--- src/sv/b32se_pkg.sv ---
package b32se_pkg;

	localparam int GRP_W         = 5;
	localparam int CAT_W         = 12;
	localparam int HELD_W        = 3;
	localparam int KEEP_W        = 4;
	localparam int CNT_W         = 8;
	localparam int SYM_W         = 7;
	localparam int NUM_W         = 2;
	localparam int MAX_GRP       = 3;
	localparam int JOBQ_DEPTH    = 4;
	localparam int OUTQ_DEPTH    = 2;
	localparam int MAX_CHARS_DEF = 63;

	typedef logic [GRP_W-1:0] group_t;

	// one byte's worth of work for the back end
	typedef struct packed {
		group_t [MAX_GRP-1:0] grp;
		logic   [NUM_W-1:0]   num;   // symbols to send, 1..3
		logic                 last;  // final symbol closes the record
	} job_t;

	// 5-bit group to punctuation character
	function automatic logic [SYM_W-1:0] sym_lut(input group_t g);
		logic [SYM_W-1:0] c;
		unique case (g)
			5'd0:  c = 7'h20;
			5'd1:  c = 7'h21;
			5'd2:  c = 7'h22;
			5'd3:  c = 7'h23;
			5'd4:  c = 7'h24;
			5'd5:  c = 7'h25;
			5'd6:  c = 7'h26;
			5'd7:  c = 7'h27;
			5'd8:  c = 7'h28;
			5'd9:  c = 7'h29;
			5'd10: c = 7'h2A;
			5'd11: c = 7'h2B;
			5'd12: c = 7'h60;
			5'd13: c = 7'h2D;
			5'd14: c = 7'h2E;
			5'd15: c = 7'h2F;
			5'd16: c = 7'h3A;
			5'd17: c = 7'h3B;
			5'd18: c = 7'h3C;
			5'd19: c = 7'h3D;
			5'd20: c = 7'h3E;
			5'd21: c = 7'h3F;
			5'd22: c = 7'h5B;
			5'd23: c = 7'h5C;
			5'd24: c = 7'h5D;
			5'd25: c = 7'h5E;
			5'd26: c = 7'h5F;
			5'd27: c = 7'h7B;
			5'd28: c = 7'h7C;
			5'd29: c = 7'h7D;
			5'd30: c = 7'h7E;
			default: c = 7'h40;
		endcase
		return c;
	endfunction

endpackage

--- src/sv/b32se_front.sv ---
module b32se_front import b32se_pkg::*; #(
	parameter int MAX_CHARS = MAX_CHARS_DEF
) (
	input  logic             clk,
	input  logic             arst_n,
	input  logic             push,
	input  logic [7:0]       data_byte,
	input  logic             end_of_record,
	output logic             full,
	input  logic             jq_full,
	output logic             jq_push,
	output job_t             jq_data
);

	localparam logic [CNT_W-1:0] MAX_C = CNT_W'(MAX_CHARS);

	logic [KEEP_W-1:0] buf_q;
	logic [HELD_W-1:0] held_q;
	logic [CNT_W-1:0]  sent_q;
	logic              done_q;

	logic              acc;
	logic [CAT_W-1:0]  cat;
	logic [KEEP_W-1:0] tot;
	logic              two;
	logic [HELD_W-1:0] rem;
	group_t            g0, g1, pad;
	logic [NUM_W-1:0]  nc, num;
	logic [CNT_W-1:0]  left;
	logic              hit;
	logic [KEEP_W-1:0] keep_mask;

	assign full = jq_full;
	assign acc  = push & ~jq_full;

	always_comb begin
		cat       = {buf_q, data_byte};
		tot       = KEEP_W'(held_q) + KEEP_W'(8);
		two       = (tot >= KEEP_W'(10));
		g0        = GRP_W'(cat >> (tot - KEEP_W'(5)));
		g1        = GRP_W'(cat >> (tot - KEEP_W'(10)));
		rem       = two ? HELD_W'(tot - KEEP_W'(10)) : HELD_W'(tot - KEEP_W'(5));
		// leftover bits, zero padded at the low end
		pad       = GRP_W'(cat[GRP_W-1:0] << (HELD_W'(5) - rem));
		nc        = (two ? NUM_W'(2) : NUM_W'(1))
		          + NUM_W'(end_of_record && (rem != '0));
		left      = MAX_C - sent_q;
		hit       = (left <= CNT_W'(nc));
		num       = hit ? left[NUM_W-1:0] : nc;
		keep_mask = KEEP_W'((5'd1 << rem) - 5'd1);

		jq_data.grp[0] = g0;
		jq_data.grp[1] = two ? g1 : pad;
		jq_data.grp[2] = pad;
		jq_data.num    = num;
		jq_data.last   = end_of_record | hit;
		jq_push        = acc & ~done_q;
	end

	always_ff @(posedge clk or negedge arst_n) begin
		if (!arst_n) begin
			buf_q  <= '0;
			held_q <= '0;
			sent_q <= '0;
			done_q <= 1'b0;
		end else if (acc) begin
			if (end_of_record) begin
				buf_q  <= '0;
				held_q <= '0;
				sent_q <= '0;
				done_q <= 1'b0;
			end else if (!done_q) begin
				sent_q <= sent_q + CNT_W'(num);
				if (hit) begin
					done_q <= 1'b1;
					buf_q  <= '0;
					held_q <= '0;
				end else begin
					buf_q  <= cat[KEEP_W-1:0] & keep_mask;
					held_q <= rem;
				end
			end
		end
	end

endmodule

--- src/sv/b32se_jobq.sv ---
module b32se_jobq import b32se_pkg::*; (
	input  logic clk,
	input  logic arst_n,
	input  logic wr,
	input  job_t wr_data,
	output logic q_full,
	input  logic rd,
	output job_t rd_data,
	output logic q_empty
);

	localparam int AW = $clog2(JOBQ_DEPTH);
	localparam int CW = $clog2(JOBQ_DEPTH + 1);

	job_t          mem_q [JOBQ_DEPTH];
	logic [AW-1:0] wp_q, rp_q;
	logic [CW-1:0] cnt_q;
	logic          do_wr, do_rd;

	assign q_full  = (cnt_q == CW'(JOBQ_DEPTH));
	assign q_empty = (cnt_q == '0);
	assign do_wr   = wr & ~q_full;
	assign do_rd   = rd & ~q_empty;
	assign rd_data = mem_q[rp_q];

	always_ff @(posedge clk) begin
		if (do_wr) begin
			mem_q[wp_q] <= wr_data;
		end
	end

	always_ff @(posedge clk or negedge arst_n) begin
		if (!arst_n) begin
			wp_q  <= '0;
			rp_q  <= '0;
			cnt_q <= '0;
		end else begin
			if (do_wr) begin
				wp_q <= wp_q + AW'(1);
			end
			if (do_rd) begin
				rp_q <= rp_q + AW'(1);
			end
			if (do_wr && !do_rd) begin
				cnt_q <= cnt_q + CW'(1);
			end else if (do_rd && !do_wr) begin
				cnt_q <= cnt_q - CW'(1);
			end
		end
	end

endmodule

--- src/sv/b32se_back.sv ---
module b32se_back import b32se_pkg::*; (
	input  logic             clk,
	input  logic             arst_n,
	input  job_t             job,
	input  logic             job_empty,
	output logic             job_pop,
	input  logic             pop,
	output logic             empty,
	output logic [SYM_W-1:0] symbol,
	output logic             last_symbol
);

	localparam int AW = $clog2(OUTQ_DEPTH);
	localparam int CW = $clog2(OUTQ_DEPTH + 1);

	logic [NUM_W-1:0] idx_q;
	logic [SYM_W-1:0] sym_q [OUTQ_DEPTH];
	logic             lst_q [OUTQ_DEPTH];
	logic [AW-1:0]    wp_q, rp_q;
	logic [CW-1:0]    cnt_q;

	logic             oq_full, emit, at_end, do_rd;
	logic [SYM_W-1:0] new_sym;
	logic             new_lst;

	assign oq_full     = (cnt_q == CW'(OUTQ_DEPTH));
	assign empty       = (cnt_q == '0);
	assign do_rd       = pop & ~empty;
	assign emit        = ~job_empty & ~oq_full;
	assign at_end      = (idx_q == job.num - NUM_W'(1));
	assign job_pop     = emit & at_end;
	assign new_sym     = sym_lut(job.grp[idx_q]);
	assign new_lst     = job.last & at_end;
	assign symbol      = sym_q[rp_q];
	assign last_symbol = lst_q[rp_q];

	always_ff @(posedge clk) begin
		if (emit) begin
			sym_q[wp_q] <= new_sym;
			lst_q[wp_q] <= new_lst;
		end
	end

	always_ff @(posedge clk or negedge arst_n) begin
		if (!arst_n) begin
			idx_q <= '0;
			wp_q  <= '0;
			rp_q  <= '0;
			cnt_q <= '0;
		end else begin
			if (emit) begin
				idx_q <= at_end ? '0 : idx_q + NUM_W'(1);
				wp_q  <= wp_q + AW'(1);
			end
			if (do_rd) begin
				rp_q <= rp_q + AW'(1);
			end
			if (emit && !do_rd) begin
				cnt_q <= cnt_q + CW'(1);
			end else if (do_rd && !emit) begin
				cnt_q <= cnt_q - CW'(1);
			end
		end
	end

endmodule

--- src/sv/base32_symbol_encoder_unit.sv ---
// Byte-to-punctuation base32 encoder.
// Input side is a queue: drive data_byte / end_of_record with push; a request
// is taken on a clock edge with push high and full low. Mark the final byte
// of each record with end_of_record.
// Output side is a queue: while empty is low, symbol / last_symbol hold the
// oldest result; pulse pop to take it. last_symbol flags the record's final
// symbol (limit of MAX_CHARS reached, or end of record, zero-padded if bits remain).
// Bytes after the limit produce nothing until end_of_record.
// A taken byte's job is written into the job queue; its first symbol is then
// registered into the output queue, from which it can be popped.
// Throughput: the back end sends one symbol per cycle while a job waits and
// the output queue has room; a byte makes one to three symbols, 1.6 on average.
// A four-entry job queue sits between the classifying front end and the
// symbol back end, and a two-entry output queue follows, so the input keeps
// flowing while results wait. When the receiver stops popping, the queues
// fill and full rises; nothing is dropped.
// Reset (arst_n low) empties both queues and starts a fresh record.
module base32_symbol_encoder_unit import b32se_pkg::*; #(
	parameter int MAX_CHARS = MAX_CHARS_DEF
) (
	input  logic             clk,
	input  logic             arst_n,
	input  logic             push,
	output logic             full,
	input  logic [7:0]       data_byte,
	input  logic             end_of_record,
	output logic             empty,
	input  logic             pop,
	output logic [SYM_W-1:0] symbol,
	output logic             last_symbol
);

	job_t wr_job, rd_job;
	logic jq_push, jq_full, jq_pop, jq_empty;

	// front end: bit regrouping, symbol limit, tail padding
	b32se_front #(.MAX_CHARS(MAX_CHARS)) u_front (
		.clk           (clk),
		.arst_n        (arst_n),
		.push          (push),
		.data_byte     (data_byte),
		.end_of_record (end_of_record),
		.full          (full),
		.jq_full       (jq_full),
		.jq_push       (jq_push),
		.jq_data       (wr_job)
	);

	// decouples the two halves
	b32se_jobq u_jobq (
		.clk     (clk),
		.arst_n  (arst_n),
		.wr      (jq_push),
		.wr_data (wr_job),
		.q_full  (jq_full),
		.rd      (jq_pop),
		.rd_data (rd_job),
		.q_empty (jq_empty)
	);

	// back end: one symbol per cycle, while a job waits and the output queue has room, through the alphabet table
	b32se_back u_back (
		.clk         (clk),
		.arst_n      (arst_n),
		.job         (rd_job),
		.job_empty   (jq_empty),
		.job_pop     (jq_pop),
		.pop         (pop),
		.empty       (empty),
		.symbol      (symbol),
		.last_symbol (last_symbol)
	);

endmodule
--- config.mk ---
export PLATFORM = sky130hd
export DESIGN_NAME = base32_symbol_encoder_unit
export DESIGN_NICKNAME = d
export VERILOG_FILES = /design/src/sv/b32se_pkg.sv /design/src/sv/b32se_front.sv /design/src/sv/b32se_jobq.sv /design/src/sv/b32se_back.sv /design/src/sv/base32_symbol_encoder_unit.sv
export SDC_FILE = /design/constraint.sdc
export NUM_CORES = 1
export LEC_CHECK = 0
export ABC_AREA = 1
export BUFFER_PORTS_ARGS = -buffer_cell sky130_fd_sc_hd__buf_2
export CAP_MARGIN = 25
export CELL_PAD_IN_SITES_DETAIL_PLACEMENT = 0
export CELL_PAD_IN_SITES_GLOBAL_PLACEMENT = 2
export CORE_MARGIN = 3
export CORE_UTILIZATION = 36
export CTS_CLUSTER_SIZE = 20
export DETAILED_ROUTE_END_ITERATION = 16
export PLACE_DENSITY = 0.84
export RECOVER_POWER = 50
export SLEW_MARGIN = 30
export SYNTH_ARGS = -nofsm -noshare
export SYNTH_HDL_FRONTEND = slang
export SYNTH_HIERARCHICAL = 1
export SYNTH_SLANG_ARGS = --single-unit
--- constraint.sdc ---
create_clock -name clk -period 4.17 [get_ports clk]
set_input_delay 0.417 -clock clk [delete_from_list [all_inputs] [get_ports clk]]
set_output_delay 0.417 -clock clk [all_outputs]
set_load 0.005 [all_outputs]
== After elaboration in Yosys (flattened, before gate mapping) ==
Memory sizes are Yosys's and may differ from the RTL's.
Cells that the tools add are included.

* Register bits after elaboration: 29
* Memories: 4
* Memory bits (read-only): 224
* Memory bits (writable): 88
* Input port bits: 13

{| class="wikitable"
|+ Memory list
! name !! words !! bits a word !! read ports !! clocked after memory_dff !! wr ports !! line !! text
|-
| (no name shown) || 32 || 7 || 1 || 0 || 0 || b32se_pkg.sv:27 || <nowiki>unique case (g)</nowiki>
|-
| u_jobq.mem_q || 4 || 18 || 1 || 0 || 1 || b32se_jobq.sv:15 || <nowiki>job_t mem_q [JOBQ_DEPTH];</nowiki>
|-
| u_back.sym_q || 2 || 7 || 1 || 0 || 1 || b32se_back.sv:17 || <nowiki>logic [SYM_W-1:0] sym_q [OUTQ_DEPTH];</nowiki>
|-
| u_back.lst_q || 2 || 1 || 1 || 0 || 1 || b32se_back.sv:18 || <nowiki>logic lst_q [OUTQ_DEPTH];</nowiki>
|}

* Reduce and logical (&&, ||, !) cells: 15
* Equality and inequality tests: 4
* Magnitude comparators: 3
* Bitwise gates (word level): 15
* Add/sub/neg operators: 18
* Shift operators: 4
* Multiplexer cells: 26

{| class="wikitable"
|+ Operators by type and width
! cell !! number
|-
| $shr A12 B4 Y5 || 2
|-
| $mux W3 || 6
|-
| $mux W8 || 2
|-
| $mux W4 || 3
|-
| $bmux W5 S2 || 1
|-
| $mux W2 || 5
|-
| $mux W5 || 2
|-
| $add A2 B1 Y2 const B || 4
|-
| $add A8 B2 Y8 || 1
|-
| $and A1 B1 Y1 || 8
|-
| $le A8 B2 Y1 || 1
|-
| $sub A6 B8 Y8 const A || 1
|-
| $mux W1 || 7
|-
| $logic_and A1 B1 Y1 || 5
|-
| $not A1 Y1 || 5
|-
| $shl A5 B3 Y5 || 1
|-
| $add A3 B4 Y4 const B || 1
|-
| $and A4 B4 Y4 || 1
|-
| $ge A4 B4 Y1 const B || 1
|-
| $logic_not A1 Y1 || 4
|-
| $reduce_bool A2 Y1 || 2
|-
| $shl A1 B3 Y4 const A || 1
|-
| $sub A2 B1 Y2 const B || 2
|-
| $sub A4 B1 Y4 const B || 1
|-
| other kinds (17) || 18
|}

== Logic depth before layout (Yosys ltp) ==
* Depth after elaboration: 11
* Gate-level depth with buffers: 29
* Depth with buffers taken out: 27

== Modules after synthesis ==
Netlist, hierarchy kept.

{| class="wikitable"
|+ Modules (own cells, without submodules)
! module !! times used !! cells each !! area an instance (um2)
|-
| b32se_jobq || 1 || 271 || 3337.0
|-
| b32se_front || 1 || 312 || 1965.6
|-
| b32se_back || 1 || 165 || 1398.8
|}

== Worst setup path after synthesis ==
OpenSTA, ideal clock, no wires.

* Kind: register to register
* From: reg u_front.held_q[1]
* To: reg u_front.sent_q[4]
* Path slack: 8 ps
* Data arrival time: 4039 ps
* Buffers on the path: 1
* Required time: 4047 ps
* Setup time: 123 ps
* Stages on the path, launching flop included: 24
* Cells stage by stage: dfrtp_1 -> inv_1 -> clkbuf_1 -> ha_1 -> nand2_8 -> o21ai_4 -> inv_4 -> nand3_1 -> nand2_1 -> ha_1 -> inv_1 -> ha_1 -> nand2_1 -> o21ai_0 -> nand2_1 -> inv_1 -> or2_2 -> o21ai_0 -> inv_1 -> fa_1 -> nor2_1 -> nand2_1 -> o21ai_0 -> a21oi_1

{| class="wikitable"
|+ RTL lines
! element !! line !! text
|-
| start: declaration || b32se_front.sv:18 || <nowiki>logic [HELD_W-1:0] held_q;</nowiki>
|-
| start signal: assignment || b32se_front.sv:80 || <nowiki>held_q <= rem;</nowiki>
|-
| end signal: assignment || b32se_front.sv:73 || <nowiki>sent_q <= sent_q + CNT_W'(num);</nowiki>
|-
| end: declaration || b32se_front.sv:19 || <nowiki>logic [CNT_W-1:0] sent_q;</nowiki>
|}

==> results_dict.tcl <==
set metrics [dict create \
    fin_total_pwr_uw 7230 \
    numCtsBuffers 17 \
    synthesis.nets 786 \
    seq_power_share_pct 31.3 \
    synth.most_common_cell "nand2_1" \
    hold_depth 3 \
    crit_arrival_ps 4060 \
    grt_setup_unrepaired "no" \
    p_switching_uw 3080 \
    synth_area_sq_um 6700 \
    drt-pass1-iter-count 4 \
    finalInstanceArea_sq_um 7640 \
    path_max_fanout 10 \
    antennaDiodeCount 0 \
    hpwl_um 10600 \
    slew_headroom_pct -15.6 \
    slowest_delay_ps 420 \
    cts_tree "yes" \
    p_comb_share_pct 49.2 \
    synth_warnings 6 \
    synth-main-ff-cell "edfxtp_1" \
    synth.avg_cell_area_sq_um 8.96 \
    htreeDepth 4 \
    drc 0 \
    setup_viol_count_final 0 \
    leakagePower_uw 0.00347 \
    start_kind "register" \
    path_clk_slew_ps 60 \
    hold_viol 0 \
    vias 5016 \
    path_delay_family "adder cells" \
    final_util_pct 42.1 \
    die_x_um 142 \
    seq_area_frac_synth_pct 50.3 \
    synth_area_leaders "edfxtp_1 39%, nand2_1 12%, dfrtp_1 11%" \
    yosysTopAreaCell "edfxtp_1" \
    internal_power_uw 4160 \
    wl_per_cell_um 14.1 \
    coreArea_sq_um 18100 \
    port_buffers 22 \
    syn_inst 748 \
    fp.dieH_um 142 \
    whs_ps 290 \
    io_pins 23 \
    grt_first_pass_wirelength_um 24500 \
    ir_drop_uv 387 \
    antenna_left 0 \
    cp.required_ps 4460 \
    violations "max-capacitance violations, max-slew violations" \
    viasPerCell 4.87 \
    cts-root-buf "clkbuf_16" \
    ys_ff_latch 117 \
    worst-slew-pin-transition_ps 1730 \
    maxSlewViolCount 30 \
    synth_edf_count 88 \
    gp_congestion 0.847 \
    fin_crit_sh_pct 90.5 \
    grt.total_usage_pct 15.2 \
    grt_max_degree 42 \
    path_depth 22 \
    dpl_cell_area_sq_um 7080 \
    netlist.area_leader.share_pct 39.4 \
    min_period_ps 3770 \
    worst-path-buf-inv 5 \
    netSwitchingFraction_pct 42.5 \
    crit_type "register to register" \
    finalSetupTns_ps 0 \
    clock_skew_ps 10.2 \
    drv_cap 1 \
    clkPwrFrac_pct 19.5 \
    dieArea_sq_um 20300 \
    initial_core_util_pct 36.9 \
    syn_to_final_growth_pct 14.1 \
    cp-end-kind "register" \
    max_freq_mhz 265 \
    async_reset_ff_share_pct 24.8 \
    routed_wl_um 14500 \
    crit_chain "inv_2 -> ha_4 -> nand2_8 -> o21ai_4 -> inv_4 -> nand3_1 -> nand2_1 -> ha_1 -> inv_1 -> ha_1 -> nand2_1 -> o21ai_0 -> nand2_2 -> inv_1 -> or2_2 -> o21ai_2 -> inv_1 -> fa_1 -> nor2_2 -> nand2_1 -> o21ai_0 -> a21oi_1" \
    fin_nets 827 \
    cts.sinks 117 \
    power_density_nw_per_um2 946 \
    antenna_found_initial 0 \
    clock_latency_ps 410 \
    cts_buffer_depth 2 \
    num_rows 49 \
    synthDistinctLibCells 51 \
    drive_gt1_share_pct 14.3 \
    outcome "finished, violations left" \
    grt_pass1_vias 5042 \
    synthTopCellsByCount "220 x nand2_1, 102 x inv_1, 88 x edfxtp_1" \
    slowest_stage "dfrtp_1" \
    grt_overflow 0 \
    drt_iter0_drc 187 \
    r2r_cells 22 \
    hp-class "input port to register" \
]
==> path summary, 6_finish.rpt <==
kind,from,endpoint,slack [ps]
setup / recovery,u_front/held_q[1],u_front/sent_q[4],400
hold / removal,data_byte[0],u_front/buf_q[0],290
setup reg to reg,u_front/held_q[1],u_front/sent_q[4],400
hold reg to reg,u_jobq/cnt_q[2],u_jobq/cnt_q[2],500
max in group asynchronous,arst_n,u_back/idx_q[1],2690
min in group asynchronous,arst_n,u_front/sent_q[4],460
==> metrics by stage <==
step	worst slack [ps]	std cells
final	397	1031
after global routing	21.2	1031
after CTS	22.2	1028
after detailed placement	-63.3	996
after global placement	143	996
after floorplan	8.06	748
==> logic make-up (layout without fill, tap and decap cells) <==
family	Yosys count	after routing	synth area share [%]
compound gates	121	121	12.2
xor+xnor	9	9	1.29
fa+ha+maj	25	25	4.89
buf+inv	135	189	8.85
flops	117	117	50.3
simple gates	341	341	22.5
==> area by class of cell <==
type | count | area, sq um
sequential | 117 | 3370
clock buffer | 22 | 474
clock inverter | 10 | 105
timing repair buffer | 44 | 254
multi-input combinational | 496 | 2720
tap | 229 | 287
fill | 1799 | 10500
inverter | 113 | 434
==> flip-flops by register name (all words and copies together) (netlist names) <==
name	cells
u_jobq/rp_q	2
u_jobq/mem_q	72
u_front/done_q	1
u_front/buf_q	4
u_back/idx_q	2
u_back/sym_q	14
u_back/cnt_q	2
u_back/wp_q	1
u_front/held_q	3
u_jobq/wp_q	2
u_back/rp_q	1
u_front/sent_q	8
u_jobq/cnt_q	3
u_back/lst_q	2
==> worst reg2reg max path, delay by kind of cell (launching register included) <==
family          cells  cell delay [ps]
fa+ha+maj           4             1140
buf+inv             5              420
simple gates        8             1030
flops               1              420
compound gates      5              640
==> cell usage in the layout (no fill, tap or decap), types with 7 or more instances in the layout <==
| master | instances |
|---|---|
| nand4_1 | 7 |
| edfxtp_1 | 88 |
| o211ai_1 | 41 |
| dfrtp_1 | 29 |
| buf_2 | 17 |
| clkbuf_1 | 11 |
| inv_2 | 8 |
| nand2_2 | 9 |
| nand3_1 | 38 |
| nor2_1 | 36 |
| nor2_2 | 8 |
| clkbuf_16 | 17 |
| nand2_4 | 7 |
| ha_1 | 22 |
| a21oi_1 | 19 |
| buf_4 | 18 |
| o21ai_0 | 32 |
| inv_1 | 101 |
| nand2_1 | 222 |
==> timing repair <==
item                                    CTS  global route
endpoints found under the setup margin    5             6
hold buffers                              0             0
gates cloned                              0             0
buffers inserted                          0             3
pin swaps                                 0             2
resized for setup                         2             8
==> per-layer routing <==
layer / vias to the layer above / global-route usage, % / part of all wire, %
li1: 2550 / - / -
met1: 2364 / 18.4 / 45
met2: 79 / 26.6 / 50
met3: 23 / 3.16 / 2.7
met4: 0 / 5.50 / 1.9
met5: - / 0 / 0
==> power by group through the flow <==
stage               sequential [uW]  combinational [uW]  clock, uW
floorplan                      2180                2800          0
global placement               2260                3530          0
detailed placement             2290                3610          0
CTS                            2270                3630       1440
global route                   2320                4090       1490
finish                         2260                3560       1410
No activity file was read; power rests on OpenSTA's default activity.
